===== src/sv/lde_pkg.sv =====
`default_nettype none
package lde_pkg;

  localparam int LINE_DEPTH = 62;
  localparam int PtrW  = $clog2(LINE_DEPTH + 1);
  localparam int AddrW = $clog2(LINE_DEPTH);

  localparam logic [7:0] CH_ETX   = 8'h03;
  localparam logic [7:0] CH_EOT   = 8'h04;
  localparam logic [7:0] CH_BS    = 8'h08;
  localparam logic [7:0] CH_LF    = 8'h0A;
  localparam logic [7:0] CH_CR    = 8'h0D;
  localparam logic [7:0] CH_DC4   = 8'h14;
  localparam logic [7:0] CH_CAN   = 8'h18;
  localparam logic [7:0] CH_SPACE = 8'h20;
  localparam logic [7:0] CH_QMARK = 8'h3F;
  localparam logic [7:0] CH_AT    = 8'h40;
  localparam logic [7:0] CH_CARET = 8'h5E;
  localparam logic [7:0] CH_TILDE = 8'h7E;
  localparam logic [7:0] CH_DEL   = 8'h7F;

  typedef enum logic [2:0] {
    KIND_ECHO = 3'd0,
    KIND_LINE = 3'd1,
    KIND_INTR = 3'd2,
    KIND_INFO = 3'd3,
    KIND_EOF  = 3'd4
  } kind_e;

  typedef enum logic [1:0] {
    CFG_ECHO_ENABLE   = 2'd0,
    CFG_LINE_BUFFERED = 2'd1,
    CFG_SIGNAL_GROUP  = 2'd2
  } cfg_idx_e;

  typedef enum logic [1:0] {
    ST_IDLE,
    ST_PREFIX,
    ST_RELEASE
  } state_e;

  typedef struct packed {
    logic [1:0]       pre_cnt;
    kind_e [2:0]      pre_kind;
    logic [2:0][7:0]  pre_val;
    logic [15:0]      pre_grp;
    logic             wr_en;
    logic [7:0]       wr_byte;
    logic [PtrW-1:0]  fill_new;
    logic             rel_en;
  } decode_t;

endpackage
`default_nettype wire


===== src/sv/lde_decode.sv =====
`default_nettype none
module lde_decode (
  input  wire logic [7:0]            byte_i,
  input  wire logic [lde_pkg::PtrW-1:0] fill_i,
  input  wire logic                  echo_en_i,
  input  wire logic                  line_buf_i,
  input  wire logic [15:0]           group_i,
  output lde_pkg::decode_t           dec_o
);
  import lde_pkg::*;

  always_comb begin
    dec_o          = '0;
    dec_o.fill_new = fill_i;
    dec_o.wr_byte  = byte_i;
    if (byte_i == CH_LF || byte_i == CH_CR) begin
      dec_o.wr_en      = 1'b1;
      dec_o.wr_byte    = CH_LF;
      dec_o.fill_new   = fill_i + PtrW'(1);
      dec_o.rel_en     = 1'b1;
      dec_o.pre_cnt    = echo_en_i ? 2'd2 : 2'd0;
      dec_o.pre_val[0] = CH_CR;
      dec_o.pre_val[1] = CH_LF;
    end else if (byte_i == CH_ETX || byte_i == CH_CAN) begin
      dec_o.pre_cnt     = 2'd1;
      dec_o.pre_kind[0] = KIND_INTR;
      dec_o.pre_grp     = group_i;
    end else if (byte_i == CH_DC4) begin
      dec_o.pre_cnt     = 2'd1;
      dec_o.pre_kind[0] = KIND_INFO;
      dec_o.pre_grp     = group_i;
    end else if (byte_i == CH_EOT) begin
      if (fill_i != '0) begin
        dec_o.rel_en = 1'b1;
      end else begin
        dec_o.pre_cnt     = 2'd1;
        dec_o.pre_kind[0] = KIND_EOF;
      end
    end else if (!line_buf_i) begin
      dec_o.wr_en      = 1'b1;
      dec_o.fill_new   = fill_i + PtrW'(1);
      dec_o.rel_en     = 1'b1;
      dec_o.pre_cnt    = echo_en_i ? 2'd2 : 2'd0;
      dec_o.pre_val[0] = CH_CR;
      dec_o.pre_val[1] = CH_LF;
    end else if (byte_i inside {[CH_SPACE:CH_TILDE]}) begin
      if (fill_i < PtrW'(LINE_DEPTH - 1)) begin
        dec_o.wr_en      = 1'b1;
        dec_o.fill_new   = fill_i + PtrW'(1);
        dec_o.pre_cnt    = echo_en_i ? 2'd1 : 2'd0;
        dec_o.pre_val[0] = byte_i;
      end
    end else if (byte_i < CH_SPACE) begin
      dec_o.pre_cnt    = echo_en_i ? 2'd2 : 2'd0;
      dec_o.pre_val[0] = CH_CARET;
      dec_o.pre_val[1] = CH_AT + byte_i;
    end else if (byte_i == CH_DEL) begin
      if (fill_i != '0) begin
        dec_o.fill_new   = fill_i - PtrW'(1);
        dec_o.pre_cnt    = echo_en_i ? 2'd3 : 2'd0;
        dec_o.pre_val[0] = CH_BS;
        dec_o.pre_val[1] = CH_SPACE;
        dec_o.pre_val[2] = CH_BS;
      end
    end else begin
      dec_o.pre_cnt    = echo_en_i ? 2'd1 : 2'd0;
      dec_o.pre_val[0] = CH_QMARK;
    end
  end

endmodule
`default_nettype wire


===== src/sv/line_discipline_input_editor.sv =====
// Results: an echo or event result is loaded into the output register from the registered
// decode once that register is free; a release with no echo first reads the line store
// into a read register, and each line byte moves from there into the output register.
// Throughput: one result per cycle while the output register is not stalled; a release
// emits one result per line byte, up to 62. A new byte is taken once the previous byte's
// last result sits in the output register. Reset clears the fill count, the sequencer and
// the output valid and restores the register defaults; the line store itself is not cleared.
`default_nettype none
module line_discipline_input_editor (
  input  wire logic        clk_i,
  input  wire logic        rst_ni,
  input  wire logic        cfg_we_i,
  input  wire logic [1:0]  cfg_idx_i,
  input  wire logic [15:0] cfg_data_i,
  input  wire logic        s_axis_tvalid,
  output logic             s_axis_tready,
  input  wire logic [7:0]  s_axis_tdata,  // [7:0] in_byte
  output logic             m_axis_tvalid,
  input  wire logic        m_axis_tready,
  output logic [23:0]      m_axis_tdata,  // [7:0] value, [23:8] target_group
  output logic [2:0]       m_axis_tuser,  // [2:0] kind
  output logic             m_axis_tlast   // last
);
  import lde_pkg::*;

  state_e          state_q, state_d;
  logic [PtrW-1:0] fill_q, fill_d;
  logic [1:0]      pre_idx_q, pre_idx_d;
  logic [PtrW-1:0] iss_q, iss_d;
  logic [PtrW-1:0] cnt_q, cnt_d;
  logic            hold_q, hold_d;
  logic            echo_en_q, line_buf_q;
  logic [15:0]     group_q;

  decode_t         dec, dec_q;
  logic [PtrW-1:0] rel_len_q;
  logic [7:0]      mem [LINE_DEPTH];
  logic [7:0]      rdata_q;

  logic            m_valid_q;
  kind_e           m_kind_q, out_kind;
  logic [7:0]      m_val_q, out_val;
  logic [15:0]     m_grp_q, out_grp;
  logic            m_last_q, out_last;
  logic            out_load, out_free, accept, rd_en, consume, pre_final;

  lde_decode u_decode (
    .byte_i     (s_axis_tdata),
    .fill_i     (fill_q),
    .echo_en_i  (echo_en_q),
    .line_buf_i (line_buf_q),
    .group_i    (group_q),
    .dec_o      (dec)
  );

  assign s_axis_tready = (state_q == ST_IDLE);
  assign accept        = s_axis_tvalid && s_axis_tready;
  assign out_free      = !m_valid_q || m_axis_tready;

  always_comb begin
    state_d   = state_q;
    fill_d    = fill_q;
    pre_idx_d = pre_idx_q;
    iss_d     = iss_q;
    cnt_d     = cnt_q;
    hold_d    = hold_q;
    rd_en     = 1'b0;
    consume   = 1'b0;
    pre_final = 1'b0;
    out_load  = 1'b0;
    out_kind  = KIND_ECHO;
    out_val   = '0;
    out_grp   = '0;
    out_last  = 1'b0;
    case (state_q)
      ST_IDLE: begin
        if (accept) begin
          pre_idx_d = '0;
          iss_d     = '0;
          cnt_d     = '0;
          hold_d    = 1'b0;
          fill_d    = dec.rel_en ? '0 : dec.fill_new;
          if (dec.pre_cnt != 2'd0) begin
            state_d = ST_PREFIX;
          end else if (dec.rel_en) begin
            state_d = ST_RELEASE;
          end
        end
      end
      ST_PREFIX: begin
        pre_final = (pre_idx_q == dec_q.pre_cnt - 2'd1);
        if (out_free) begin
          out_load = 1'b1;
          out_kind = dec_q.pre_kind[pre_idx_q];
          out_val  = dec_q.pre_val[pre_idx_q];
          out_grp  = dec_q.pre_grp;
          out_last = pre_final && !dec_q.rel_en;
          if (pre_final) begin
            state_d = dec_q.rel_en ? ST_RELEASE : ST_IDLE;
          end else begin
            pre_idx_d = pre_idx_q + 2'd1;
          end
        end
      end
      ST_RELEASE: begin
        consume = hold_q && out_free;
        rd_en   = (iss_q != rel_len_q) && (!hold_q || consume);
        hold_d  = rd_en || (hold_q && !consume);
        if (rd_en) begin
          iss_d = iss_q + PtrW'(1);
        end
        if (consume) begin
          out_load = 1'b1;
          out_kind = KIND_LINE;
          out_val  = rdata_q;
          out_last = (cnt_q == rel_len_q - PtrW'(1));
          cnt_d    = cnt_q + PtrW'(1);
          if (out_last) begin
            state_d = ST_IDLE;
          end
        end
      end
      default: begin
        state_d = ST_IDLE;
      end
    endcase
  end

  always_ff @(posedge clk_i or negedge rst_ni) begin
    if (!rst_ni) begin
      state_q    <= ST_IDLE;
      fill_q     <= '0;
      pre_idx_q  <= '0;
      iss_q      <= '0;
      cnt_q      <= '0;
      hold_q     <= 1'b0;
      m_valid_q  <= 1'b0;
      echo_en_q  <= 1'b1;
      line_buf_q <= 1'b1;
      group_q    <= '0;
    end else begin
      state_q   <= state_d;
      fill_q    <= fill_d;
      pre_idx_q <= pre_idx_d;
      iss_q     <= iss_d;
      cnt_q     <= cnt_d;
      hold_q    <= hold_d;
      if (out_load) begin
        m_valid_q <= 1'b1;
      end else if (m_axis_tready) begin
        m_valid_q <= 1'b0;
      end
      if (cfg_we_i) begin
        case (cfg_idx_i)
          CFG_ECHO_ENABLE:   echo_en_q  <= cfg_data_i[0];
          CFG_LINE_BUFFERED: line_buf_q <= cfg_data_i[0];
          CFG_SIGNAL_GROUP:  group_q    <= cfg_data_i;
          default: begin
          end
        endcase
      end
    end
  end

  always_ff @(posedge clk_i) begin
    if (accept) begin
      dec_q     <= dec;
      rel_len_q <= dec.fill_new;
    end
    if (out_load) begin
      m_kind_q <= out_kind;
      m_val_q  <= out_val;
      m_grp_q  <= out_grp;
      m_last_q <= out_last;
    end
  end

  always_ff @(posedge clk_i) begin
    if (accept && dec.wr_en) begin
      mem[fill_q[AddrW-1:0]] <= dec.wr_byte;
    end
    if (rd_en) begin
      rdata_q <= mem[iss_q[AddrW-1:0]];
    end
  end

  assign m_axis_tvalid = m_valid_q;
  assign m_axis_tdata  = {m_grp_q, m_val_q};
  assign m_axis_tuser  = m_kind_q;
  assign m_axis_tlast  = m_last_q;

endmodule
`default_nettype wire

===== config.mk =====
export PLATFORM = sky130hd
export DESIGN_NAME = line_discipline_input_editor
export DESIGN_NICKNAME = d
export VERILOG_FILES = /design/src/sv/lde_pkg.sv /design/src/sv/lde_decode.sv /design/src/sv/line_discipline_input_editor.sv
export SDC_FILE = /design/constraint.sdc
export NUM_CORES = 1
export LEC_CHECK = 0
export BUFFER_PORTS_ARGS = -buffer_cell sky130_fd_sc_hd__buf_4
export CAP_MARGIN = 20
export CORE_MARGIN = 8
export CORE_UTILIZATION = 60
export CTS_CLUSTER_SIZE = 24
export DETAILED_ROUTE_END_ITERATION = 10
export GPL_TIMING_DRIVEN = 0
export HOLD_SLACK_MARGIN = 0.02
export PLACE_DENSITY = 0.82
export SLEW_MARGIN = 20
export SYNTH_ARGS = -nofsm -noshare
export SYNTH_HDL_FRONTEND = slang
export SYNTH_SLANG_ARGS = --single-unit

===== constraint.sdc =====
create_clock -name clk_i -period 3.2 [get_ports clk_i]
set_input_delay 0.16 -clock clk_i [delete_from_list [all_inputs] [get_ports clk_i]]
set_output_delay 0.16 -clock clk_i [all_outputs]
set_load 0.02 [all_outputs]

# [After elaboration in Yosys (flattened, before gate mapping)]
# Memory sizes are Yosys's and may differ from the RTL's. A register that Yosys moved wholly into a read port is not among the register bits.
# Index checks and enable logic that the tools add are counted.
[op_classes] addsub=8 div=0 n_lt_le_gt_ge=5 reduce_logical=38 mul=0 n_eq_ne=22 bitwise_logic=2 shifts=0 n_mux=107
[ops] operator="$mux W16" n=11
[ops] operator="$mux W24" n=6
[ops] operator="$mux W6" n=11
[ops] operator="$mux W8" n=7
[ops] operator="$mux W2" n=26
[ops] operator="$mux W12" n=4
[ops] operator="$pmux W6 S2" n=2
[ops] operator="$mux W1" n=23
[ops] operator="$mux W7" n=3
[ops] operator="$mux W20" n=1
[ops] operator="$add A6 B1 Y6 const B" n=3
[ops] operator="$bmux W8 S2" n=1
[ops] operator="$eq A8 B4 Y1 const B" n=2
[ops] operator="$eq A8 B5 Y1 const B" n=2
[ops] operator="$pmux W8 S2" n=1
[ops] operator="$ne A2 B2 Y1 const B" n=6
[ops] operator="$reduce_and A2 Y1" n=6
[ops] operator="$sub A6 B1 Y6 const B" n=2
[ops] operator="$mux W3" n=3
[ops] operator="$add A7 B8 Y8 const A" n=1
[ops] operator="$eq A8 B2 Y1 const B" n=1
[ops] operator="$eq A8 B3 Y1 const B" n=1
[ops] operator="$eq A8 B7 Y1 const B" n=1
[ops] operator="$ge A8 B6 Y1 const B" n=1
[ops] operator="other kinds (34)" n=57
[totals] mem_bits_rw=496 memories=1 input_bits=31 register_bits=122 wordCells=209 latch_bits=0 rom_bits=0
[mem_list] memory="mem" depth=62 word_bits=8 read_ports=1 rd_clocked_by_memory_dff=1 wr=1 line="line_discipline_input_editor.sv:37" rtl="logic [7:0] mem [LINE_DEPTH];"

# [Depth between registers and ports, before layout]
# Gate-level depths: netlist of run 1.
[logic_depth] depth_word=22 depth_mapped=9 mapped_depth_nobuf=8

# [By module]
# A second synthesis of run 1 with hierarchy kept.
[hier_totals] hier_cells=1475 area_unflattened_um2=26191.4
[by_module_without_submodules] mod="line_discipline_input_editor" cells_each=1268 seq_area_each_um2=18770.5 area_per_inst_um2=24880.1 n_inst=1
[by_module_without_submodules] mod="lde_decode" cells_each=207 seq_area_each_um2=0.0 area_per_inst_um2=1311.3 n_inst=1

# [Worst setup path after synthesis of run 1]
# Ideal clock, no wire load.
[synth_timing] kind="register -> register" startpoint="reg state_q[0]" endpoint="reg fill_q[2]" path_stages_with_launch=9 n_path_buf=1 slack_ns=0.231 t_arrival_ns=2.904 setup_time_ns=0.065 path_cell_list="dfrtp_1 > inv_1 > ha_1 > clkbuf_1 > nand2_1 > inv_1 > o311ai_1 > a311oi_1 > o22a_1"
[synth_via] elab_chain_cells=3
[synth_lines] element="from (decl)" line="line_discipline_input_editor.sv:26" rtl="state_e state_q, state_d;"
[synth_lines] element="from (signal assigned)" line="line_discipline_input_editor.sv:142" rtl="state_q <= state_d;"
[synth_lines] element="$logic_not A2 Y1" line="line_discipline_input_editor.sv:56" rtl="assign s_axis_tready = (state_q == ST_IDLE);"
[synth_lines] element="named net s_axis_tready" line="line_discipline_input_editor.sv:16" rtl="output logic s_axis_tready,"
[synth_lines] element="$logic_and A1 B1 Y1" line="line_discipline_input_editor.sv:57" rtl="assign accept = s_axis_tvalid && s_axis_tready;"
[synth_lines] element="named net accept" line="line_discipline_input_editor.sv:45" rtl="logic out_load, out_free, accept, rd_en, consume, pre_final;"
[synth_lines] element="$reduce_and A2 Y1 (no source line)"
[synth_lines] element="to (signal assigned)" line="line_discipline_input_editor.sv:143" rtl="fill_q <= fill_d;"
[synth_lines] element="to (decl)" line="line_discipline_input_editor.sv:27" rtl="logic [PtrW-1:0] fill_q, fill_d;"
# The timed path passes the listed nets, and every way through them passes these cells.
# A chain may end at the register's enable or synchronous reset.

# [Worst setup path in the final report of run 1]
[layout_timing] startpoint="reg fill_q[0]" endpoint="mem mem[26][4], enable pin"
[layout_via] elab_chain_cells=11
[layout_lines] element="$lt A6 B6 Y1" line="lde_decode.sv:47" rtl="if (fill_i < PtrW'(LINE_DEPTH - 1)) begin"
[layout_lines] element="$mux W1" line="lde_decode.sv:47"
[layout_lines] element="$mux W1" line="lde_decode.sv:46" rtl="end else if (byte_i inside {[CH_SPACE:CH_TILDE]}) begin"
[layout_lines] element="$mux W1" line="lde_decode.sv:39" rtl="end else if (!line_buf_i) begin"
[layout_lines] element="$mux W1" line="lde_decode.sv:32" rtl="end else if (byte_i == CH_EOT) begin"
[layout_lines] element="$mux W1" line="lde_decode.sv:28" rtl="end else if (byte_i == CH_DC4) begin"
[layout_lines] element="$mux W1" line="lde_decode.sv:24" rtl="end else if (byte_i == CH_ETX || byte_i == CH_CAN) begin"
[layout_lines] element="$mux W1" line="lde_decode.sv:16" rtl="if (byte_i == CH_LF || byte_i == CH_CR) begin"
[layout_lines] element="$logic_and A1 B1 Y1" line="line_discipline_input_editor.sv:179" rtl="if (accept && dec.wr_en) begin"
[layout_lines] element="$mux W1" line="line_discipline_input_editor.sv:179"
[layout_lines] element="$mux W1 (not written as such)" line="line_discipline_input_editor.sv:180" rtl="mem[fill_q[AddrW-1:0]] <= dec.wr_byte;"
[layout_lines] element="to (decl)" line="line_discipline_input_editor.sv:37"
# Parallel ways exist; a longest one is shown, timed or not.

==> summary by stage, run 1 <==
Worst hold path
The worst hold-check path type is in -> reg.

STA
The transition time at the pin with the least slew margin is 1.13 ns. The max-slew violation count is 0. The final hold violation count came to 0. After layout, the minimum clock period comes to 3.17 ns.

For this run, the top clock speed supported by timing is 315 MHz. The worst setup skew after layout is 0.0327 ns. The portion of the clock cycle consumed by the worst path in the final layout is 99.2%.

Setup repair after global routing could not meet its margin everywhere. Headroom to the max-slew limit came out at 24.6%. For the final routed database, the setup TNS stands at 0 ns. The final setup violation count is 0.

Die
The effective utilization at floorplan is 60.7%. The count of pins on the block boundary is 61. The standard-cell row count is 75. The total core area is 41900 um2. The width of the die is 222 um.

The die is 222 um tall. The overall die area is 49300 um2.

Cells and area
Relative to the synthesized area, the layout overhead comes to 15.9%. The top cell types in the final layout, fill and taps aside, are edfxtp_1, mux4_2, buf_4. The layout net count is 1550. The number of fill cells is 2415. 0 antenna diodes ended up in the layout. The most common library cell in the layout ignoring fill and taps is edfxtp_1. The post-route netlist has 31.0% of its cells at a drive strength greater than 1.

Worst setup path
The slowest stage of the critical path is the dfrtp_1 cell. The sort of element at the end of the critical path is a flip-flop. The buffer and inverter count on the worst path is 1. The worst setup path is of the reg -> reg kind. The largest fanout on the critical path is 8. The kind of launch point of the worst setup path is a flip-flop.

At the worst endpoint, the required time is 3.47 ns. The signal on the critical path passes through inv_1, ha_1, nor3b_2, o211a_2, nor4_4, nand2_2, nor2_4. The dominant delay contributor by cell family on the critical path is simple AND/OR/NAND/NOR gates. The data arrival time at the worst-slack endpoint is 3.44 ns. The maximum single-stage delay on the critical path is 0.56 ns.

Logic synthesis
The yosys synthesis warning count is 0. Summing the sequential cell areas from Yosys gives 72.2% of the chip area. Counting flops and latches in the post-synthesis netlist gives 619. The number of enable flip-flop cells after synthesis is 577. The netlist area before placement is 25500 um2.

Synthesis handed over a netlist of 1355 instances. The top flip-flop cell by instance count after synthesis is edfxtp_1. Summed over all instances, the cell type with the most area after synthesis is edfxtp_1.

The number of nets in the synthesized netlist is 1397. Counting flops with an async set or reset pin after synthesis yields a share of 6.79%. The number of distinct library cells after synthesis is 73. In this run the biggest area consumer among cell types represents 68.0% of the synthesized area. By area the synthesized netlist is led by edfxtp_1, mux4_2, dfrtp_1, nor2_1, mux2_2. Each instance of the synthesized netlist takes up on average 18.8 um2.

Power and ir drop
The share of total power dissipated in the clock network is 29.5%. For this design the static power due to leakage is 0.00958 uW. Power comes to 23500 uW. The sequential cell fraction of total power is 41.9%. The largest vdd supply drop is 0.482 mV. Cell internal power was estimated by the tool at 16200 uW. In this run the power spent charging and discharging nets is 7250 uW. In this run the power density over the cells is 795 nW/um2. Of the total power, combinational logic draws 28.7%. Net switching is 30.9% of the power.

Run status
The flow ran to the end, and the final reports show no timing, DRC or antenna violations.

Routing
The wire length after detailed routing is 61700 um. The first routing iteration left 1811 violations. Summing over every cut layer, the via total after detailed routing is 14080. After detailed routing, the number of vias per cell comes to 6.73. The final antenna-violating net count is 0.

The first TritonRoute pass finished after 5 iterations. The post-route DRC violation count is 0. The routed wirelength normalized by instance count is 29.5 um.

Clock network
The clock latency of the later-clocked register in the worst-skew pair is 0.62 ns. The clock drives 619 sinks. The clock input transition at the sequential cells of the worst setup and hold paths is 0.06 ns. The clock tree from TritonCTS is done. In this run, CTS created clock tree buffers numbering 58. The CTS H-tree depth is 2. The longest clock path from root to sink contains 3 buffers. In this run the clock root is driven by a clkbuf_16.

Placed design
The HPWL after detailed placement is 38600 um. The final weighted congestion in routability-driven placement is 0.900. Input and output buffers added on the ports amount to 58.

Global route
The residual overflow from global routing is 0. The overall global routing resource usage is 25.0%. The via count of the first global-routing pass came to 14242.

The initial antenna violation count is 0. The pin count of the biggest net entering global routing is 63. The global-route wire length before repair is 92100 um.

Flow run
Max-cap violations in this run came to 0.
registers in the layout, summed over array words and instances, names as in the netlist:
| name | count |
|---|---|
| m_axis_tlast | 1 |
| m_val_q | 8 |
| fill_q | 6 |
| mem | 496 |
| line_buf_q | 1 |
| m_axis_tuser | 3 |
| pre_idx_q | 2 |
| dec_q | 39 |
| rdata_q | 8 |
| m_grp_q | 16 |
| rel_len_q | 6 |
| cnt_q | 6 |
| group_q | 16 |
| iss_q | 6 |
| state_q | 2 |
| hold_q | 1 |
| m_axis_tvalid | 1 |
| echo_en_q | 1 |
power by group through the flow:
| stage | clock (uW) | combinational [uW] | sequential, uW |
|---|---|---|---|
| 6_report | 6910 | 6730 | 9820 |
| 5_1_grt | 7220 | 7060 | 9860 |
| 4_1_cts | 6920 | 6610 | 9800 |
| 3_5_place_dp | 0 | 6310 | 9940 |
| 3_3_place_gp | 0 | 6110 | 9940 |
| 2_1_floorplan | 0 | 4140 | 10000 |
area by class of cell:
cell class / instances / area, um2 / area share (%)
well taps: 539 / 674 / 2.28
flip-flops and latches: 619 / 18400 / 62.3
repair buffers: 95 / 875 / 2.96
multi-input cells: 642 / 7240 / 24.5
inverters: 17 / 67.6 / 0.229
plain buffers: 75 / 400 / 1.36
clock buffers: 67 / 1490 / 5.03
clock inverters: 39 / 400 / 1.36
worst register-to-register path, stage by stage (launching register included):
cell and delay (ns):
dfrtp_1 0.56, inv_1 0.29, ha_1 0.27, nor3b_2 0.10, o211a_2 0.36, nor4_4 0.45
nand2_2 0.37, nor2_4 0.41
cells in the mapped netlist, drive strengths merged (3+ instances only):
cell type,instances
nand2b,10
a22oi,9
nor4,6
edfxtp,577
inv,17
a31oi,3
and3b,3
or3,6
o21a,3
nor3,21
a22o,5
xor2,6
o311ai,5
nor2b,18
a2111oi,3
mux2,35
clkbuf,36
buf,41
xnor2,18
and2,24
nand3,16
nor2,99
a21oi,27
nand4,5
a31o,4
o21ai,24
o22ai,3
ha,11
nand2,45
mux2i,7
nor3b,3
a211oi,6
o31ai,3
dfrtp,40
and3,21
mux4,158
nand3b,4
kinds of logic after synthesis:
group                      count (synthesis)  share of synthesized area (%)
buffers and inverters                     94                           1.73
and+or+nand+nor                          289                           5.74
other                                      1                         0.0147
xor gates and xnor gates                  24                          0.826
AOI/OAI and AO/OA                        117                           3.16
muxes                                    200                           15.8
DFF                                      619                           72.2
adders and majority gates                 11                          0.541
metrics by stage:
step | setup WS (ns) | util, % | hold WS, ns | cell area [um2] | instances
final | 0.0268 | 70.4 | 0.0464 | 29500 | 2093
after global routing | -0.0939 | 70.4 | 0.0396 | 29500 | 2093
after CTS | -0.146 | 70.1 | 0.0211 | 29400 | 2090
after detailed placement | -0.815 | 63.8 | 0.206 | 26700 | 1958
after global placement | -1.41 | 63.3 | 0.203 | 26600 | 1952
after floorplan | 0.231 | - | -0.136 | 25500 | 1355
repair_timing:
action                                  CTS  global route
resized for setup                       139            15
setup buffers                             4             2
gates cloned                              0             0
pin swaps                                 2             5
endpoints found under the setup margin  524           341
hold buffers                             24             0
endpoints found under the hold margin    66             0
worst paths after layout:
kind / to / startpoint / cells past startpoint / slack [ns]
worst min register to register: group_q[9]$_DFFE_PN0P_ / group_q[9]$_DFFE_PN0P_ / 1 / 0.49
worst min-delay path: line_buf_q$_DFFE_PN1P_ / cfg_we_i / 4 / 0.05
min in group asynchronous: fill_q[5]$_DFFE_PN0P_ / rst_ni / 2 / 0.08
worst max-delay path: mem[26][4]$_DFFE_PP_ / fill_q[0]$_DFFE_PN0P_ / 7 / 0.03
max in group asynchronous: hold_q$_DFFE_PN0P_ / rst_ni / 2 / 2.66
worst max register to register: mem[26][4]$_DFFE_PP_ / fill_q[0]$_DFFE_PN0P_ / 7 / 0.03
metal layers:
| layer | up-vias | track usage, % | wire length (um) | part of all wire [%] |
|---|---|---|---|---|
| met5 | - | 0 | 0 | 0 |
| met4 | 0 | 9.26 | 2390 | 3.9 |
| met3 | 152 | 5.21 | 6280 | 10 |
| met2 | 900 | 41.0 | 30200 | 49 |
| met1 | 7238 | 33.1 | 22800 | 37 |
| li1 | 5790 | - | - | - |
Power figures use the tool's default switching activity.
==> run 2, diff against run 1 <==
--- a/config.mk
+++ b/config.mk
@@ -8,13 +8,12 @@
 export BUFFER_PORTS_ARGS = -buffer_cell sky130_fd_sc_hd__buf_4
 export CAP_MARGIN = 20
 export CORE_MARGIN = 8
-export CORE_UTILIZATION = 60
+export CORE_UTILIZATION = 56
 export CTS_CLUSTER_SIZE = 24
 export DETAILED_ROUTE_END_ITERATION = 10
 export GPL_TIMING_DRIVEN = 0
 export HOLD_SLACK_MARGIN = 0.02
-export PLACE_DENSITY = 0.82
-export SLEW_MARGIN = 20
+export PLACE_DENSITY = 0.75
 export SYNTH_ARGS = -nofsm -noshare
 export SYNTH_HDL_FRONTEND = slang
 export SYNTH_SLANG_ARGS = --single-unit
==> constraint.sdc (replaced) <==
create_clock -name clk_i -period 2.9 [get_ports clk_i]
set_input_delay 0.145 -clock clk_i [delete_from_list [all_inputs] [get_ports clk_i]]
set_output_delay 0.145 -clock clk_i [all_outputs]
set_load 0.02 [all_outputs]
==> run 2 against run 1 <==
Compared with the run above:
- critical path type unchanged
- fmax increased by 10%
- sequential cell count unchanged
- final area rose by 1.6%
==> summary by stage, run 2 (same netlist as run 1, synthesis figures left out) <==
Clock network
The maximum buffer depth of the clock tree is 3 (unchanged). The clock latency of the later-clocked register in the worst-skew pair was 0.63 ns (about the same). TritonCTS built the clock tree. The clock input transition at the sequential cells of the worst setup and hold paths is 0.06 ns (about the same).

The number of CTS-inserted buffers is 59 (+1.7%). The tree is rooted in a clkbuf_16. The CTS H-tree depth is 2 (unchanged). The number of sinks driven by the clock tree came to 619 (unchanged).

Global route
The pin count of the biggest net entering global routing came to 49 (-22%). The overall global routing resource usage is 22.5% (-2.5 points). The global-route wire length before repair is 89100 um (-3.2%).

The initial antenna violation count came to 0 (unchanged). The via count of the first global-routing pass came to 13892 (-2.5%). The residual overflow from global routing is 0 (unchanged).

Flow run
The number of maximum-capacitance violations is 0 (unchanged).

Routing
The highest layer touched by signal routing is met4. The wire length after detailed routing came to 59900 um (-2.9%). The routed length on met1 was 23500 um (+3.3%).

The vias after detailed routing came to 13892 (-1.3%). The final antenna-violating net count is 0 (unchanged). The number of DRC violations after detailed-routing iteration 0 is 1601 (-12%). The vias per cell is 6.35 (-5.6%).

The post-route DRC violation count is 0 (unchanged). The routed wirelength normalized by instance count is 27.4 um (-7.1%). The total met2 wirelength after detailed routing was 29400 um (-2.6%). The detailed-routed wire length on met3 was 5350 um (-15%).

The detailed-routing iteration count for the pre-antenna-repair pass came to 5 (unchanged).

Worst setup path
The data required time at the worst endpoint is 3.25 ns (-0.22 ns). The critical path is of the reg -> reg type. STA classifies the critical path startpoint as a flip-flop. The minimum setup slack among reg-to-reg paths is 0.02 ns (about the same). The sort of element at the end of the critical path is a flip-flop. The data arrival time at the worst-slack endpoint came to 3.23 ns (-0.21 ns). The largest fanout on the critical path was 10 (+2). The launch instance of the worst register-to-register path is iss_q[0]$_DFFE_PN0P_. The depth of the worst register-to-register path was 7 (unchanged). The worst reg2reg path endpoint is rdata_q[2]$_DFFE_PP_.

Die
The total core area was 45100 um2 (+7.5%). The standard-cell row count is 78 (+4.0%). The count of pins on the block boundary is 61 (unchanged).

The effective utilization at floorplan was 56.5% (-4.2 points). The overall die area is 52500 um2 (+6.6%). The width of the die was 229 um (+3.3%). The die height is 229 um (+3.3%).

Power and ir drop
The power after layout is 26100 uW (+11%). The power density of the placed cells is 870 nW/um2 (+9.5%). The largest vdd supply drop is 0.717 mV (+49%). The static leakage came to 0.00976 uW (+2.0%).

STA
The time the final worst path needs with I/O delays and setup was 2.88 ns (-0.291 ns). The max-slew violation count is 0 (unchanged). The final setup violation count is 0 (unchanged). The upper clock frequency limit is 347 MHz (+10%). The portion of the clock cycle consumed by the worst path in the final layout came to 99.4% (+0.21 points). Setup repair after global routing could not meet its margin everywhere. The worst setup skew after layout was 0.0244 ns (-0.00828 ns). The transition time at the pin with the least slew margin is 1.07 ns (-0.0601 ns). The final hold violation count came to 0 (unchanged). The post-route setup TNS is 0 ns (unchanged). The setup slack of the critical path after layout came to 0.0183 ns (-0.00851 ns).

The relative slew slack is 28.6% (+4.0 points).

Cells and area
The synthesis-to-layout area growth is 17.8%. The library cell used most frequently in the layout, excluding fill and tap cells, is edfxtp_1. Leaving out fill and tap cells, the most frequent cells in the layout are edfxtp_1, mux4_2, buf_4. The layout net count is 1579 (+1.9%).

The number of flip-flops in the largest register is 496 (unchanged). The final design utilization is 66.5% (-3.8 points). The proportion of layout cells with a drive suffix above 1 is 32.5% (+1.5 points).

The number of antenna repair diodes is 0 (unchanged).

Placed design
The final weighted congestion in routability-driven placement is 0.917 (+1.9%). The HPWL after detailed placement came to 38500 um (-0.22%). The number of port buffers was 58 (unchanged). The worst setup slack before clock tree synthesis is -1.10 ns (-0.282 ns).

Worst hold path
The min-delay analysis places its worst path in the category in -> async.

Run status
The run finished with clean final reports.
==> run 2: repair_timing <==
action | CTS | global route
pin swaps | 3 | 7
hold buffers | 24 | 0
endpoints found under the hold margin | 67 | 0
buffers inserted | 8 | 14
gates cloned | 1 | 1
endpoints found under the setup margin | 534 | 495
resized for setup | 173 | 27
==> run 2: how the worst max path moves through the flow <==
stage                          startpoint                    to
global placement          s_axis_tdata[6]  mem[22][6]$_DFFE_PP_
floorplan                 s_axis_tdata[7]  mem[18][0]$_DFFE_PP_
CTS                 fill_q[0]$_DFFE_PN0P_  mem[26][6]$_DFFE_PP_
detailed placement        s_axis_tdata[6]  mem[27][6]$_DFFE_PP_
global route         iss_q[0]$_DFFE_PN0P_  rdata_q[4]$_DFFE_PP_
finish               iss_q[0]$_DFFE_PN0P_  rdata_q[2]$_DFFE_PP_
==> run 2: cell type report <==
| cell class | count | area, um2 |
|---|---|---|
| Clock buffer | 69 | 1540 |
| Timing Repair inverter | 2 | 12.5 |
| Buffer | 75 | 493 |
| Sequential cell | 619 | 18400 |
| Fill cell | 2851 | 15100 |
| Timing Repair Buffer | 121 | 1140 |
| Inverter | 17 | 71.3 |
| Multi-Input combinational cell | 642 | 7230 |
| Tap cell | 600 | 751 |
| Clock inverter | 42 | 389 |
==> run 2: stage by stage <==
step                hold slack [ns]  cell area [um2]  instances
floorplan                    -0.151            25500       1355
global route                 0.0638            30000       2187
global placement              0.176            26700       2013
finish                       0.0580            30000       2187
detailed placement            0.184            26900       2028
CTS                          0.0236            29700       2170
==> run 2: worst max-delay path, stage by stage (launching register included) <==
cell	delay (ns)
dfrtp_1	0.39
buf_6	0.19
buf_12	0.18
buf_6	0.20
buf_6	0.19
mux2_1	0.34
mux4_2	0.53
mux4_2	0.57
==> run 2: power by group <==
group / internal (uW) / leakage (uW) / switching (uW) / total [uW]
Combinational: 3270 / 0.00309 / 4340 / 7610
Clock: 4330 / 0.000920 / 3340 / 7660
Sequential: 10500 / 0.00575 / 303 / 10800
==> run 2: metal layers <==
metal | vias to the layer above | track usage [%]
met3 | 90 | 4.77
met4 | 0 | 6.14
li1 | 5857 | -
met5 | - | 0
met1 | 7210 | 30.9
met2 | 735 | 36.6
==> run 3, diff against run 2 <==
--- a/config.mk
+++ b/config.mk
@@ -7,11 +7,13 @@
 export LEC_CHECK = 0
 export BUFFER_PORTS_ARGS = -buffer_cell sky130_fd_sc_hd__buf_4
 export CAP_MARGIN = 20
+export CELL_PAD_IN_SITES_DETAIL_PLACEMENT = 1
+export CELL_PAD_IN_SITES_GLOBAL_PLACEMENT = 1
 export CORE_MARGIN = 8
-export CORE_UTILIZATION = 56
+export CORE_UTILIZATION = 49
 export CTS_CLUSTER_SIZE = 24
 export DETAILED_ROUTE_END_ITERATION = 10
-export GPL_TIMING_DRIVEN = 0
+export GPL_TIMING_DRIVEN = 1
 export HOLD_SLACK_MARGIN = 0.02
 export PLACE_DENSITY = 0.75
 export SYNTH_ARGS = -nofsm -noshare
==> run 3 against run 2 <==
Compared with the run above:
- fmax increased by 4.0%
- combinational power decreased by 6.7%
- power increased by 0.32%
- critical endpoint is now mem[44][4]$_DFFE_PP_
- largest cell class unchanged
==> summary by stage, run 3 (same netlist as run 1, synthesis figures left out) <==
Run status
The flow ran to the end, and the final reports show no timing, DRC or antenna violations.

Clock network
The maximum buffer depth of the clock tree is 3 (unchanged). The clock tree from TritonCTS is done. The number of sinks driven by the clock tree is 619 (unchanged). The clock input transition at the sequential cells of the worst setup and hold paths is 0.06 ns (about the same). The number of CTS-inserted buffers came to 66 (+12%). The clock latency of the later-clocked register in the worst-skew pair is 0.60 ns (-0.03 ns). The CTS H-tree depth is 3 (+1).

The CTS root buffer is clkbuf_16.

Placed design
The worst setup slack before clock tree synthesis is -0.180 ns (+0.917 ns). The number of port buffers is 60 (+3.4%). The final weighted congestion in routability-driven placement was 0.884 (-3.7%). The total cell area at the placement stage is 27600 um2 (+2.6%). The HPWL after detailed placement is 41900 um (+8.8%). The number of cells in the design after placement was 2152 (+6.1%).

STA
The final hold violation count was 0 (unchanged). The time the final worst path needs with I/O delays and setup is 2.77 ns (-0.110 ns). The worst-case hold slack is 0.108 ns (+0.0503 ns). The portion of the clock cycle consumed by the worst path in the final layout is 95.6% (-3.8 points). The final setup violation count came to 0 (unchanged). The transition time at the pin with the least slew margin was 0.899 ns (-0.172 ns).

The upper clock frequency limit was 361 MHz (+4.0%). Setup repair after global routing left no endpoint under its margin. The setup slack of the critical path after layout is 0.128 ns (+0.110 ns).

The relative slew slack was 39.9% (+11 points). The max-slew violation count was 0 (unchanged). The worst setup skew after layout came to 0.0280 ns (+0.00357 ns).

Cells and area
The number of flip-flops in the largest register came to 496 (unchanged). The post-route non-filler standard cell count is 2298 (+5.1%). The proportion of layout cells with a drive suffix above 1 is 31.1% (-1.4 points). The number of fill cells is 4523 (+59%). The synthesis-to-layout area growth is 17.5%. In the layout the commonest cells are edfxtp_1, buf_4, mux4_2. The most common library cell in the layout ignoring fill and taps is edfxtp_1. The number of antenna repair diodes is 0 (unchanged). The area of all placed cells without fillers was 29900 um2 (-0.25%). The layout net count is 1611 (+2.0%).

Routing
The detailed-routing iteration count for the pre-antenna-repair pass is 6 (+1). The final antenna-violating net count was 0 (unchanged). The vias per cell came to 6.03 (-5.0%). The number of DRC violations after detailed-routing iteration 0 is 1415 (-12%). The vias after detailed routing is 13868 (-0.17%).

The post-route DRC violation count is 0 (unchanged). The routed wirelength normalized by instance count was 28.0 um (+2.2%). The wire length after detailed routing came to 64300 um (+7.4%).

Worst setup path
The sort of element at the end of the critical path is a flip-flop. The largest fanout on the critical path was 8 (-2). The kind of launch point of the worst setup path is a flip-flop.

The data required time at the worst endpoint is 3.18 ns (-0.07 ns). The setup path with the least slack is of type reg -> reg. The data arrival time at the worst-slack endpoint came to 3.06 ns (-0.17 ns).

Die
The effective utilization at floorplan is 49.6% (-6.8 points). The count of pins on the block boundary is 61 (unchanged). The total core area is 51300 um2 (+14%). The die height came to 244 um (+6.4%). The overall die area is 59500 um2 (+13%). The width of the die is 244 um (+6.4%). The standard-cell row count is 83 (+6.4%).

Global route
The via count of the first global-routing pass is 14916 (+7.4%). The global-route wire length before repair is 97500 um (+9.5%). The initial antenna violation count is 1 (+1). The overall global routing resource usage is 21.8% (-0.75 points). The residual overflow from global routing is 0 (unchanged).

The pin count of the biggest net entering global routing is 63 (+29%).

Power and ir drop
The power density of the placed cells was 875 nW/um2 (+0.58%). The static leakage was 0.00998 uW (+2.3%). The largest vdd supply drop is 0.556 mV (-22%).

Worst hold path
The worst hold-check path type is in -> async.

Flow run
The number of maximum-capacitance violations is 0 (unchanged).
## run 3: changes by cell type in the layout (fill, tap and decap cells not counted), sizes merged
cell | previous run | this run
inv | 16 | 19
clkbuf | 106 | 86
bufinv | 6 | 4
clkdlybuf4s18 | 1 | 0
clkinv | 31 | 22
clkinvlp | 8 | 3
buf | 134 | 198
dlygate4sd3 | 24 | 25
## run 3: metal layers
layer / global-route usage (%) / wire length (um) / share of wire [%]
met1: 28.7 / 25800 / 40
met2: 37.0 / 32600 / 51
met3: 3.88 / 4220 / 6.6
met4: 6.17 / 1670 / 2.6
met5: 0 / 0 / 0
## run 3: worst max-delay path, stage by stage, from the launching register on
cell and delay [ns]:
dfrtp_1 0.38, inv_1 0.15, ha_1 0.25, nor3b_1 0.11, o211a_2 0.33, nor4_2 0.34, nand2_1 0.32, buf_4 0.24
nor2_1 0.14, buf_4 0.21
## run 3: layout make-up
class / count / area [um2] / share of cell area, %
sequential: 619 / 18400 / 61.4
multi-input combinational: 642 / 6660 / 22.3
timing repair buffer: 223 / 1900 / 6.35
clock buffer: 86 / 1790 / 5.98
tap: 680 / 851 / 2.84
clock inverter: 31 / 267 / 0.890
inverter: 17 / 67.6 / 0.226
## run 3: path summary, 6_finish.rpt
path                       slack (ns)                        end  cells after the start               startpoint
setup / recovery                 0.13       mem[44][4]$_DFFE_PP_                      9    fill_q[1]$_DFFE_PN0P_
hold / removal                   0.11  m_axis_tvalid$_DFFE_PN0P_                      2                   rst_ni
setup reg to reg                 0.13       mem[44][4]$_DFFE_PP_                      9    fill_q[1]$_DFFE_PN0P_
hold reg to reg                  0.50    group_q[15]$_DFFE_PN0P_                      1  group_q[15]$_DFFE_PN0P_
max in group asynchronous        2.34       iss_q[0]$_DFFE_PN0P_                      2                   rst_ni
min in group clk_i               0.13       mem[48][5]$_DFFE_PP_                      2          s_axis_tdata[5]
## run 3: through the flow
step	total power, uW	setup TNS (ns)	utilization (%)
6_report	26200	0	58.3
5_1_grt	27100	0	58.3
4_1_cts	26300	0	58.3
3_5_place_dp	18200	-10.36	53.8
3_3_place_gp	17900	0	53.7
2_1_floorplan	15600	0	-
## run 3: report_power, final
group          internal (uW)  leakage [uW]  switching (uW)  total (uW)
sequential             10500       0.00575             467       11000
clock                   4720       0.00101            3360        8090
combinational           3250       0.00322            3850        7100
## run 3: repair_timing
item / CTS / global route
hold buffers: 25 / 0
setup buffers: 0 / 4
endpoints found under the setup margin: 8 / 1
cloned: 0 / 0
resized for setup: 1 / 0
hold endpoints to repair: 66 / 0
